### config.mk
export PLATFORM = sky130hd
export DESIGN_NAME = midpoint_ellipse_rasterizer
export DESIGN_NICKNAME = d
export VERILOG_FILES = /design/src/rtl/core/mer_pkg.sv /design/src/rtl/core/midpoint_ellipse_rasterizer.sv /design/src/rtl/core/mer_dp.sv /design/src/rtl/core/mer_ctrl.sv
export SDC_FILE = /design/constraint.sdc
export NUM_CORES = 2
export LEC_CHECK = 0
export ABC_AREA = 1
export BUFFER_PORTS_ARGS = -buffer_cell sky130_fd_sc_hd__buf_4
export CORE_MARGIN = 10
export CORE_UTILIZATION = 35
export DETAILED_ROUTE_END_ITERATION = 8
export PLACE_DENSITY = 0.57
export SYNTH_ARGS = -nofsm -noshare
export SYNTH_HDL_FRONTEND = slang
export SYNTH_HIERARCHICAL = 1
export SYNTH_SLANG_ARGS = --single-unit
### constraint.sdc
create_clock -name clk -period 13 [get_ports clk]
set_input_delay 1.3 -clock clk [delete_from_list [all_inputs] [get_ports clk]]
set_output_delay 1.3 -clock clk [all_outputs]
set_load 0.005 [all_outputs]
### src/rtl/core/mer_pkg.sv
package mer_pkg;

  // Operation codes carried by the input item
  localparam logic OPER_START = 1'b0;
  localparam logic OPER_STEP  = 1'b1;

  // Fixed widths of the arithmetic
  localparam int COORD_W = 10;
  localparam int SQ_W    = 20;
  localparam int X_W     = 11;
  localparam int Y_W     = 12;
  localparam int SLOPE_W = 33;
  localparam int DEC_W   = 48;
  localparam int PROD_W  = 44;
  localparam int MUL_A_W = 20;
  localparam int MUL_B_W = 24;

  typedef struct packed {
    logic       operation;
    logic [9:0] center_x;
    logic [9:0] center_y;
    logic [9:0] radius_x;
    logic [9:0] radius_y;
    logic       fill_mode;
    logic [7:0] ink;
  } in_item_t;

  typedef struct packed {
    logic signed [11:0] pos_x;
    logic signed [11:0] pos_y;
    logic [10:0]        span_length;
    logic [7:0]         out_ink;
    logic               last;
  } out_item_t;

  // Datapath operations, one per controller step
  typedef enum logic [3:0] {
    DP_NONE,
    DP_START,
    DP_SQ_RY,
    DP_SQ_MIX,
    DP_INIT_DEC,
    DP_STEP_SLOPE,
    DP_STEP_DEC,
    DP_FINISH,
    DP_R2_TX,
    DP_R2_RYTX,
    DP_R2_YM,
    DP_R2_RXYM,
    DP_R2_RXRY,
    DP_R2_DONE
  } dp_op_t;

  typedef struct packed {
    dp_op_t     op;
    logic       capture;
    logic       emit_load;
    logic [1:0] emit_sel;
    logic       emit_final;
  } dp_cmd_t;

  typedef struct packed {
    logic active;
    logic region_two;
    logic enter_r2;
    logic fill;
    logic out_free;
  } dp_status_t;

endpackage

### src/rtl/core/midpoint_ellipse_rasterizer.sv
// A step's origin and result count are registered at its transfer; its results then
// enter the output register whenever it is free. A filled step runs accept, slope
// update, decision update and check; an outline step waits for its fourth pixel too.
// Leaving region one adds region-two setup (multiplier passes) and a second check. A start
// runs three multiplier passes from accept, decision setup and check; zero radius adds region two.
// Reset (rst_n low, synchronous) idles the block and drops any ellipse in progress.
module midpoint_ellipse_rasterizer #(
  parameter int COORD_MAX  = 1023,
  parameter int RADIUS_MAX = 1023
) (
  input  logic               clk,
  input  logic               rst_n,
  input  logic               in_valid,
  output logic               in_stall,
  input  mer_pkg::in_item_t  in_data,
  output logic               out_valid,
  input  logic               out_stall,
  output mer_pkg::out_item_t out_data
);

  // Command and status between the sequencer and the arithmetic
  mer_pkg::dp_cmd_t    cmd;
  mer_pkg::dp_status_t st;

  // Controller: sequences start setup, step update, region-two setup,
  // and hands results to the output register one transfer at a time.
  mer_ctrl u_ctrl (
    .clk      (clk),
    .rst_n    (rst_n),
    .in_valid (in_valid),
    .in_op    (in_data.operation),
    .in_stall (in_stall),
    .st       (st),
    .cmd      (cmd)
  );

  // Datapath: latched ellipse parameters, exact slope terms, a decision term kept
  // exactly at four times scale, one shared 20x24 multiplier, output register.
  mer_dp #(
    .COORD_MAX  (COORD_MAX),
    .RADIUS_MAX (RADIUS_MAX)
  ) u_dp (
    .clk       (clk),
    .rst_n     (rst_n),
    .in_data   (in_data),
    .cmd       (cmd),
    .st        (st),
    .out_valid (out_valid),
    .out_stall (out_stall),
    .out_data  (out_data)
  );

endmodule

### src/rtl/core/mer_dp.sv
module mer_dp #(
  parameter int COORD_MAX  = 1023,
  parameter int RADIUS_MAX = 1023
) (
  input  logic                clk,
  input  logic                rst_n,
  input  mer_pkg::in_item_t   in_data,
  input  mer_pkg::dp_cmd_t    cmd,
  output mer_pkg::dp_status_t st,
  output logic                out_valid,
  input  logic                out_stall,
  output mer_pkg::out_item_t  out_data
);

  localparam logic [11:0] CMAX = 12'(COORD_MAX);
  localparam logic [11:0] RMAX = 12'(RADIUS_MAX);

  // control state
  logic active_r, active_nxt;
  logic region2_r, region2_nxt;
  logic out_valid_r, out_valid_nxt;

  // payload state
  logic [9:0]                       cx_r, cx_nxt;
  logic [9:0]                       cy_r, cy_nxt;
  logic [9:0]                       ry_r, ry_nxt;
  logic [mer_pkg::SQ_W-1:0]         rx_sq_r, rx_sq_nxt;
  logic [mer_pkg::SQ_W-1:0]         ry_sq_r, ry_sq_nxt;
  logic                             fill_r, fill_nxt;
  logic [7:0]                       ink_r, ink_nxt;
  logic [mer_pkg::X_W-1:0]          cur_x_r, cur_x_nxt;
  logic signed [mer_pkg::Y_W-1:0]   cur_y_r, cur_y_nxt;
  logic signed [mer_pkg::SLOPE_W-1:0] slope_x_r, slope_x_nxt;
  logic signed [mer_pkg::SLOPE_W-1:0] slope_y_r, slope_y_nxt;
  logic signed [mer_pkg::DEC_W-1:0] dec_r, dec_nxt;
  logic [mer_pkg::PROD_W-1:0]       prod_r, prod_nxt;
  logic [mer_pkg::X_W-1:0]          ex_r, ex_nxt;
  logic [mer_pkg::Y_W-1:0]          ey_r, ey_nxt;
  logic                             last_cap_r, last_cap_nxt;
  mer_pkg::out_item_t               out_data_r, out_data_nxt;

  logic [9:0]                       rx_in, ry_in;
  logic [mer_pkg::MUL_A_W-1:0]      mul_a;
  logic [mer_pkg::MUL_B_W-1:0]      mul_b;
  logic                             mul_en;
  logic [11:0]                      tx, ym, ym_abs;
  logic signed [mer_pkg::SLOPE_W-1:0] two_ry, two_rx;
  logic                             dec_neg, dec_pos;
  logic                             use_sx, use_sy;
  logic [mer_pkg::SQ_W-1:0]         c_sq;
  logic signed [mer_pkg::DEC_W-1:0] term;
  logic [mer_pkg::DEC_W-1:0]        prod_x4;
  logic                             out_free;
  logic                             xneg, yneg;

  assign rx_in = ({2'b00, in_data.radius_x} > RMAX) ? RMAX[9:0] : in_data.radius_x;
  assign ry_in = ({2'b00, in_data.radius_y} > RMAX) ? RMAX[9:0] : in_data.radius_y;

  assign tx     = {cur_x_r, 1'b1};
  assign ym     = cur_y_r - 12'sd1;
  assign ym_abs = ym[11] ? (12'd0 - ym) : ym;

  assign two_ry = $signed({12'b0, ry_sq_r, 1'b0});
  assign two_rx = $signed({12'b0, rx_sq_r, 1'b0});

  assign dec_neg = dec_r[mer_pkg::DEC_W-1];
  assign dec_pos = !dec_neg && (dec_r != '0);

  assign prod_x4 = {2'b00, prod_r, 2'b00};

  // Decision increment term: A - B + C, picked by region and branch
  assign use_sx = !(region2_r && dec_pos);
  assign use_sy = region2_r || !dec_neg;
  assign c_sq   = region2_r ? rx_sq_r : ry_sq_r;
  assign term   = (use_sx ? {{15{slope_x_r[32]}}, slope_x_r} : 48'sd0)
                - (use_sy ? {{15{slope_y_r[32]}}, slope_y_r} : 48'sd0)
                + $signed({28'b0, c_sq});

  assign out_free = !out_valid_r || !out_stall;

  // Shared multiplier operand select
  always_comb begin
    mul_en = 1'b1;
    mul_a  = '0;
    mul_b  = '0;
    unique case (cmd.op)
      mer_pkg::DP_START: begin
        mul_a = {10'b0, rx_in};
        mul_b = {14'b0, rx_in};
      end
      mer_pkg::DP_SQ_RY: begin
        mul_a = {10'b0, ry_r};
        mul_b = {14'b0, ry_r};
      end
      mer_pkg::DP_SQ_MIX: begin
        mul_a = rx_sq_r;
        mul_b = {14'b0, ry_r};
      end
      mer_pkg::DP_R2_TX: begin
        mul_a = {8'b0, tx};
        mul_b = {12'b0, tx};
      end
      mer_pkg::DP_R2_RYTX: begin
        mul_a = ry_sq_r;
        mul_b = prod_r[23:0];
      end
      mer_pkg::DP_R2_YM: begin
        mul_a = {8'b0, ym_abs};
        mul_b = {12'b0, ym_abs};
      end
      mer_pkg::DP_R2_RXYM: begin
        mul_a = rx_sq_r;
        mul_b = prod_r[23:0];
      end
      mer_pkg::DP_R2_RXRY: begin
        mul_a = rx_sq_r;
        mul_b = {4'b0, ry_sq_r};
      end
      default: mul_en = 1'b0;
    endcase
  end

  always_comb begin
    active_nxt  = active_r;
    region2_nxt = region2_r;
    cx_nxt      = cx_r;
    cy_nxt      = cy_r;
    ry_nxt      = ry_r;
    rx_sq_nxt   = rx_sq_r;
    ry_sq_nxt   = ry_sq_r;
    fill_nxt    = fill_r;
    ink_nxt     = ink_r;
    cur_x_nxt   = cur_x_r;
    cur_y_nxt   = cur_y_r;
    slope_x_nxt = slope_x_r;
    slope_y_nxt = slope_y_r;
    dec_nxt     = dec_r;
    prod_nxt    = mul_en ? ({24'b0, mul_a} * {20'b0, mul_b}) : prod_r;

    unique case (cmd.op)
      mer_pkg::DP_START: begin
        cx_nxt      = ({2'b00, in_data.center_x} > CMAX) ? CMAX[9:0] : in_data.center_x;
        cy_nxt      = ({2'b00, in_data.center_y} > CMAX) ? CMAX[9:0] : in_data.center_y;
        ry_nxt      = ry_in;
        fill_nxt    = in_data.fill_mode;
        ink_nxt     = in_data.ink;
        cur_x_nxt   = '0;
        cur_y_nxt   = $signed({2'b00, ry_in});
        slope_x_nxt = '0;
        region2_nxt = 1'b0;
        active_nxt  = 1'b1;
      end
      mer_pkg::DP_SQ_RY:  rx_sq_nxt = prod_r[mer_pkg::SQ_W-1:0];
      mer_pkg::DP_SQ_MIX: ry_sq_nxt = prod_r[mer_pkg::SQ_W-1:0];
      mer_pkg::DP_INIT_DEC: begin
        slope_y_nxt = $signed({1'b0, prod_r[30:0], 1'b0});
        dec_nxt     = $signed({26'b0, ry_sq_r, 2'b00}) - $signed(prod_x4)
                    + $signed({28'b0, rx_sq_r});
      end
      mer_pkg::DP_STEP_SLOPE: begin
        if (!region2_r) begin
          cur_x_nxt   = cur_x_r + 11'd1;
          slope_x_nxt = slope_x_r + two_ry;
          if (!dec_neg) begin
            cur_y_nxt   = cur_y_r - 12'sd1;
            slope_y_nxt = slope_y_r - two_rx;
          end
        end else begin
          cur_y_nxt   = cur_y_r - 12'sd1;
          slope_y_nxt = slope_y_r - two_rx;
          if (!dec_pos) begin
            cur_x_nxt   = cur_x_r + 11'd1;
            slope_x_nxt = slope_x_r + two_ry;
          end
        end
      end
      mer_pkg::DP_STEP_DEC: dec_nxt = dec_r + {term[45:0], 2'b00};
      mer_pkg::DP_FINISH: begin
        if (region2_r && cur_y_r[mer_pkg::Y_W-1]) begin
          active_nxt = 1'b0;
        end
      end
      mer_pkg::DP_R2_YM:   dec_nxt = $signed({4'b0, prod_r});
      mer_pkg::DP_R2_RXRY: dec_nxt = dec_r + $signed(prod_x4);
      mer_pkg::DP_R2_DONE: begin
        dec_nxt     = dec_r - $signed(prod_x4);
        region2_nxt = 1'b1;
      end
      default: ;
    endcase
  end

  // Capture the pixel origin of a step before the update moves it
  always_comb begin
    ex_nxt       = ex_r;
    ey_nxt       = ey_r;
    last_cap_nxt = last_cap_r;
    if (cmd.capture) begin
      ex_nxt       = cur_x_r;
      ey_nxt       = cur_y_r;
      last_cap_nxt = region2_r && (cur_y_r == '0);
    end
  end

  // Result formation
  always_comb begin
    if (fill_r) begin
      xneg = 1'b1;
      yneg = !cmd.emit_sel[0];
    end else begin
      xneg = cmd.emit_sel[0];
      yneg = cmd.emit_sel[1];
    end
    out_data_nxt = out_data_r;
    out_valid_nxt = out_valid_r;
    if (cmd.emit_load) begin
      out_data_nxt.pos_x       = xneg ? ({2'b00, cx_r} - {1'b0, ex_r})
                                      : ({2'b00, cx_r} + {1'b0, ex_r});
      out_data_nxt.pos_y       = yneg ? ({2'b00, cy_r} - ey_r) : ({2'b00, cy_r} + ey_r);
      out_data_nxt.span_length = fill_r ? {ex_r[9:0], 1'b0} : 11'd1;
      out_data_nxt.out_ink     = ink_r;
      out_data_nxt.last        = last_cap_r && cmd.emit_final;
      out_valid_nxt            = 1'b1;
    end else if (!out_stall) begin
      out_valid_nxt = 1'b0;
    end
  end

  always_ff @(posedge clk) begin
    if (!rst_n) begin
      active_r    <= 1'b0;
      region2_r   <= 1'b0;
      out_valid_r <= 1'b0;
    end else begin
      active_r    <= active_nxt;
      region2_r   <= region2_nxt;
      out_valid_r <= out_valid_nxt;
    end
  end

  always_ff @(posedge clk) begin
    cx_r       <= cx_nxt;
    cy_r       <= cy_nxt;
    ry_r       <= ry_nxt;
    rx_sq_r    <= rx_sq_nxt;
    ry_sq_r    <= ry_sq_nxt;
    fill_r     <= fill_nxt;
    ink_r      <= ink_nxt;
    cur_x_r    <= cur_x_nxt;
    cur_y_r    <= cur_y_nxt;
    slope_x_r  <= slope_x_nxt;
    slope_y_r  <= slope_y_nxt;
    dec_r      <= dec_nxt;
    prod_r     <= prod_nxt;
    ex_r       <= ex_nxt;
    ey_r       <= ey_nxt;
    last_cap_r <= last_cap_nxt;
    out_data_r <= out_data_nxt;
  end

  assign st.active     = active_r;
  assign st.region_two = region2_r;
  assign st.enter_r2   = !region2_r && (slope_x_r >= slope_y_r);
  assign st.fill       = fill_r;
  assign st.out_free   = out_free;

  assign out_valid = out_valid_r;
  assign out_data  = out_data_r;

endmodule

### src/rtl/core/mer_ctrl.sv
module mer_ctrl (
  input  logic                clk,
  input  logic                rst_n,
  input  logic                in_valid,
  input  logic                in_op,
  output logic                in_stall,
  input  mer_pkg::dp_status_t st,
  output mer_pkg::dp_cmd_t    cmd
);

  typedef enum logic [3:0] {
    ST_IDLE,
    ST_SQ_RY,
    ST_SQ_MIX,
    ST_INIT_DEC,
    ST_STEP_SLOPE,
    ST_STEP_DEC,
    ST_CHECK,
    ST_R2_TX,
    ST_R2_RYTX,
    ST_R2_YM,
    ST_R2_RXYM,
    ST_R2_RXRY,
    ST_R2_DONE
  } state_t;

  state_t     state_r, state_nxt;
  logic [2:0] emit_left_r, emit_left_nxt;
  logic [1:0] emit_idx_r, emit_idx_nxt;
  logic       accept;

  assign in_stall = !((state_r == ST_IDLE) && (emit_left_r == 3'd0));
  assign accept   = in_valid && !in_stall;

  always_comb begin
    state_nxt      = state_r;
    cmd            = '0;
    cmd.op         = mer_pkg::DP_NONE;
    unique case (state_r)
      ST_IDLE: begin
        if (accept) begin
          if (in_op == mer_pkg::OPER_START) begin
            cmd.op    = mer_pkg::DP_START;
            state_nxt = ST_SQ_RY;
          end else if (st.active) begin
            cmd.capture = 1'b1;
            state_nxt   = ST_STEP_SLOPE;
          end
        end
      end
      ST_SQ_RY: begin
        cmd.op    = mer_pkg::DP_SQ_RY;
        state_nxt = ST_SQ_MIX;
      end
      ST_SQ_MIX: begin
        cmd.op    = mer_pkg::DP_SQ_MIX;
        state_nxt = ST_INIT_DEC;
      end
      ST_INIT_DEC: begin
        cmd.op    = mer_pkg::DP_INIT_DEC;
        state_nxt = ST_CHECK;
      end
      ST_STEP_SLOPE: begin
        cmd.op    = mer_pkg::DP_STEP_SLOPE;
        state_nxt = ST_STEP_DEC;
      end
      ST_STEP_DEC: begin
        cmd.op    = mer_pkg::DP_STEP_DEC;
        state_nxt = ST_CHECK;
      end
      ST_CHECK: begin
        if (st.enter_r2) begin
          state_nxt = ST_R2_TX;
        end else begin
          cmd.op    = mer_pkg::DP_FINISH;
          state_nxt = ST_IDLE;
        end
      end
      ST_R2_TX: begin
        cmd.op    = mer_pkg::DP_R2_TX;
        state_nxt = ST_R2_RYTX;
      end
      ST_R2_RYTX: begin
        cmd.op    = mer_pkg::DP_R2_RYTX;
        state_nxt = ST_R2_YM;
      end
      ST_R2_YM: begin
        cmd.op    = mer_pkg::DP_R2_YM;
        state_nxt = ST_R2_RXYM;
      end
      ST_R2_RXYM: begin
        cmd.op    = mer_pkg::DP_R2_RXYM;
        state_nxt = ST_R2_RXRY;
      end
      ST_R2_RXRY: begin
        cmd.op    = mer_pkg::DP_R2_RXRY;
        state_nxt = ST_R2_DONE;
      end
      ST_R2_DONE: begin
        cmd.op    = mer_pkg::DP_R2_DONE;
        state_nxt = ST_CHECK;
      end
      default: state_nxt = ST_IDLE;
    endcase

    // result sequencer runs beside the update steps
    cmd.emit_load  = (emit_left_r != 3'd0) && st.out_free;
    cmd.emit_sel   = emit_idx_r;
    cmd.emit_final = (emit_left_r == 3'd1);

    emit_left_nxt = emit_left_r;
    emit_idx_nxt  = emit_idx_r;
    if (cmd.capture) begin
      emit_left_nxt = st.fill ? 3'd2 : 3'd4;
      emit_idx_nxt  = 2'd0;
    end else if (cmd.emit_load) begin
      emit_left_nxt = emit_left_r - 3'd1;
      emit_idx_nxt  = emit_idx_r + 2'd1;
    end
  end

  always_ff @(posedge clk) begin
    if (!rst_n) begin
      state_r     <= ST_IDLE;
      emit_left_r <= 3'd0;
      emit_idx_r  <= 2'd0;
    end else begin
      state_r     <= state_nxt;
      emit_left_r <= emit_left_nxt;
      emit_idx_r  <= emit_idx_nxt;
    end
  end

`ifndef SYNTH
  a_emit_bound: assert property (@(posedge clk) disable iff (!rst_n)
    emit_left_r <= 3'd4)
    else $error("result count out of range");

  a_step_emits: assert property (@(posedge clk) disable iff (!rst_n)
    (accept && in_op == mer_pkg::OPER_STEP && st.active)
      |=> (emit_left_r == 3'd2 || emit_left_r == 3'd4))
    else $error("step did not schedule its results");

  a_r2_from_r1: assert property (@(posedge clk) disable iff (!rst_n)
    (state_r == ST_R2_TX) |-> !st.region_two)
    else $error("region-two setup entered from region two");

  a_final_drains: assert property (@(posedge clk) disable iff (!rst_n)
    (cmd.emit_load && cmd.emit_final) |=> (emit_left_r == 3'd0))
    else $error("results remain after final transfer");
`endif

endmodule

==> metrics.txt <==
DP Worst Slack=1.08 ns; Placed Cells=8547; nets=7631; Setup Fix Bufs, Post-CTS=0; Slew headroom=13.9%; CP Class=reg2reg; die area=155000 um^2; yosys warns=6; Crit-path slowest cell=a211o_1; Crit path top cell by count=inv_1; status=finished clean; gpl congestion=0.976; worst setup margin=0.883 ns; Required @ worst endpoint=13.36 ns; Mapped Area=48800 um^2; drt drc=0; Area Overhead vs Synth=9.18%; via count=46000; leakage power=0.0264 uW; # setup viols final=0; layout cells sized above 1=5.96%; Post-CTS Hold Buffers=0; gr ovfl total=0; CTS buffer count=42; Global Route Usage Sum=24.6%; H-tree depth=2; HP Class=reg2reg; final WL=196000 um; cell area after layout=53300 um^2; Worst Skew=0.0427 ns; initial antenna violation count=6; Max-Cap Viols=0; Post-Synthesis Cells=6653; DR iter-0 viols=4512; Worst-Skew Late Latency=0.63 ns; site row count=136; dpl cell area=51900 um^2; final-report max-slew violation count=0; CTS tree=built; DP HPWL=161000 um; CTS root buffer=clkbuf_16; Via density=5.33; Setup crit end kind=flop; CP startpoint kind=flop; Syn Nets=7556; Worst VDD drop=162 uV; Num Clock Sinks=338; drt first pass iters=8; Max Fanout on Critical Path=24; io pins=100; fillers=14600; Power Dens Cells=297 nW/um^2; Die Wd=393 um; core region area=138000 um^2; Post-Syn Area per Cell=7.33 um^2; Initial Util=35.3%; largest net degree at the start of global routing=57; IO buf count=99; antenna viol nets, final=0; register area=10000 um^2; area occupied by multi-input gates=33200 um^2; final hold violation count=0; crit path DAT=12.48 ns; worst-case clock buffer depth=3; Final Cycle Share=93.2%; unrepaired setup endpoints after global routing=false; Slew @ Worst Pin=1.29 ns; # resized after CTS=0; Layout Cells excl Fill=8623; fmax=82.5 MHz; final core utilization=38.6%; Worst-path clk slew=0.06 ns; max incr delay on CP=0.84 ns; vias in the first global route=46300; first-pass GRT wire length=292000 um; setup TNS=0 ns; Die Ht=393 um; WL per Instance=22.7 um; minimum clock period=12.12 ns
-- placed cells by master, fill, tap and decap left out, drive strengths merged, types with 4 or more instances in the layout --
master and n:
nor3 75, o21bai 31, o221ai 9, a21oi 425
edfxtp 326, o21a 28, o21ai 387, and2 8
or2 28, o2111ai 18, a21boi 13, o211ai 12
inv 1358, o31ai 7, xor2 172, a21o 24
clkinv 24, a221oi 13, nor2 598, nand4 65
nor4 32, ha 429, fa 420, xnor2 58
and3 12, nand3b 15, nor3b 5, nand2 1582
clkbuf 50, dfxtp 12, a31oi 47, buf 164
nand3 256, a211o 4, o22ai 38
-- critical path: cells and delay by family (launching register included) --
family                   cells  cell delay [ns]
AND/OR/NAND/NOR              9             1.24
flip-flops                   1             0.43
buffers and inverters       10             1.24
AO/OA/AOI/OAI               15             4.60
XOR/XNOR                     1             0.14
adder cells (fa/ha/maj)      9             4.16
-- metal layers --
layer / wire [um] / share of wire (%) / GRT usage (%) / up-vias
met2: 88500 / 45 / 40.0 / 1739
met1: 86400 / 44 / 33.8 / 22500
li1: - / - / - / 21400
met5: 20 / 0.010 / 0 / -
met4: 7440 / 3.8 / 8.29 / 2
met3: 13300 / 6.8 / 2.56 / 357
-- final cells by class --
class	count	share of cell area (%)
inverters	1362	9.61
clock buffers	50	2.07
flip-flops and latches	338	18.8
clock inverters	25	0.458
diodes	1	0.00470
repair buffers	164	2.31
multi-input cells	4820	62.3
well taps	1863	4.38
-- through the flow --
stage	hold slack, ns	power [uW]
2_1_floorplan	0.400	10300
3_3_place_gp	0.401	14300
3_5_place_dp	0.405	14400
4_1_cts	0.403	15600
5_1_grt	0.418	17100
6_report	0.403	15800
-- power breakdown --
group,switching (uW),leakage [uW],internal [uW]
Clock,525,0.000645,652
Combinational,8320,0.0226,3650
Sequential,652,0.00314,2020
Total,9500,0.0264,6320
-- flip-flops by register name (all words and copies together) (netlist names), 11 cells and up --
name,flops
u_dp/dec_r,48
u_dp/out_data,44
u_dp/prod_r,44
u_dp/slope_x_r,32
u_dp/slope_y_r,32
u_dp/rx_sq_r,20
u_dp/ry_sq_r,20
u_dp/cur_y_r,12
u_dp/ey_r,12
u_dp/cur_x_r,11
u_dp/ex_r,11
-- worst paths after layout --
check | cells past startpoint | from | slack [ns] | end
max reg2reg | 44 | u_dp/slope_x_r[2] | 0.88 | u_dp/prod_r[30]
max | 44 | u_dp/slope_x_r[2] | 0.88 | u_dp/prod_r[30]
min | 0 | u_dp/ink_r[1] | 0.40 | u_dp/out_data[2]
min reg2reg | 0 | u_dp/ink_r[1] | 0.40 | u_dp/out_data[2]
No activity file was read; power rests on OpenSTA's default activity.
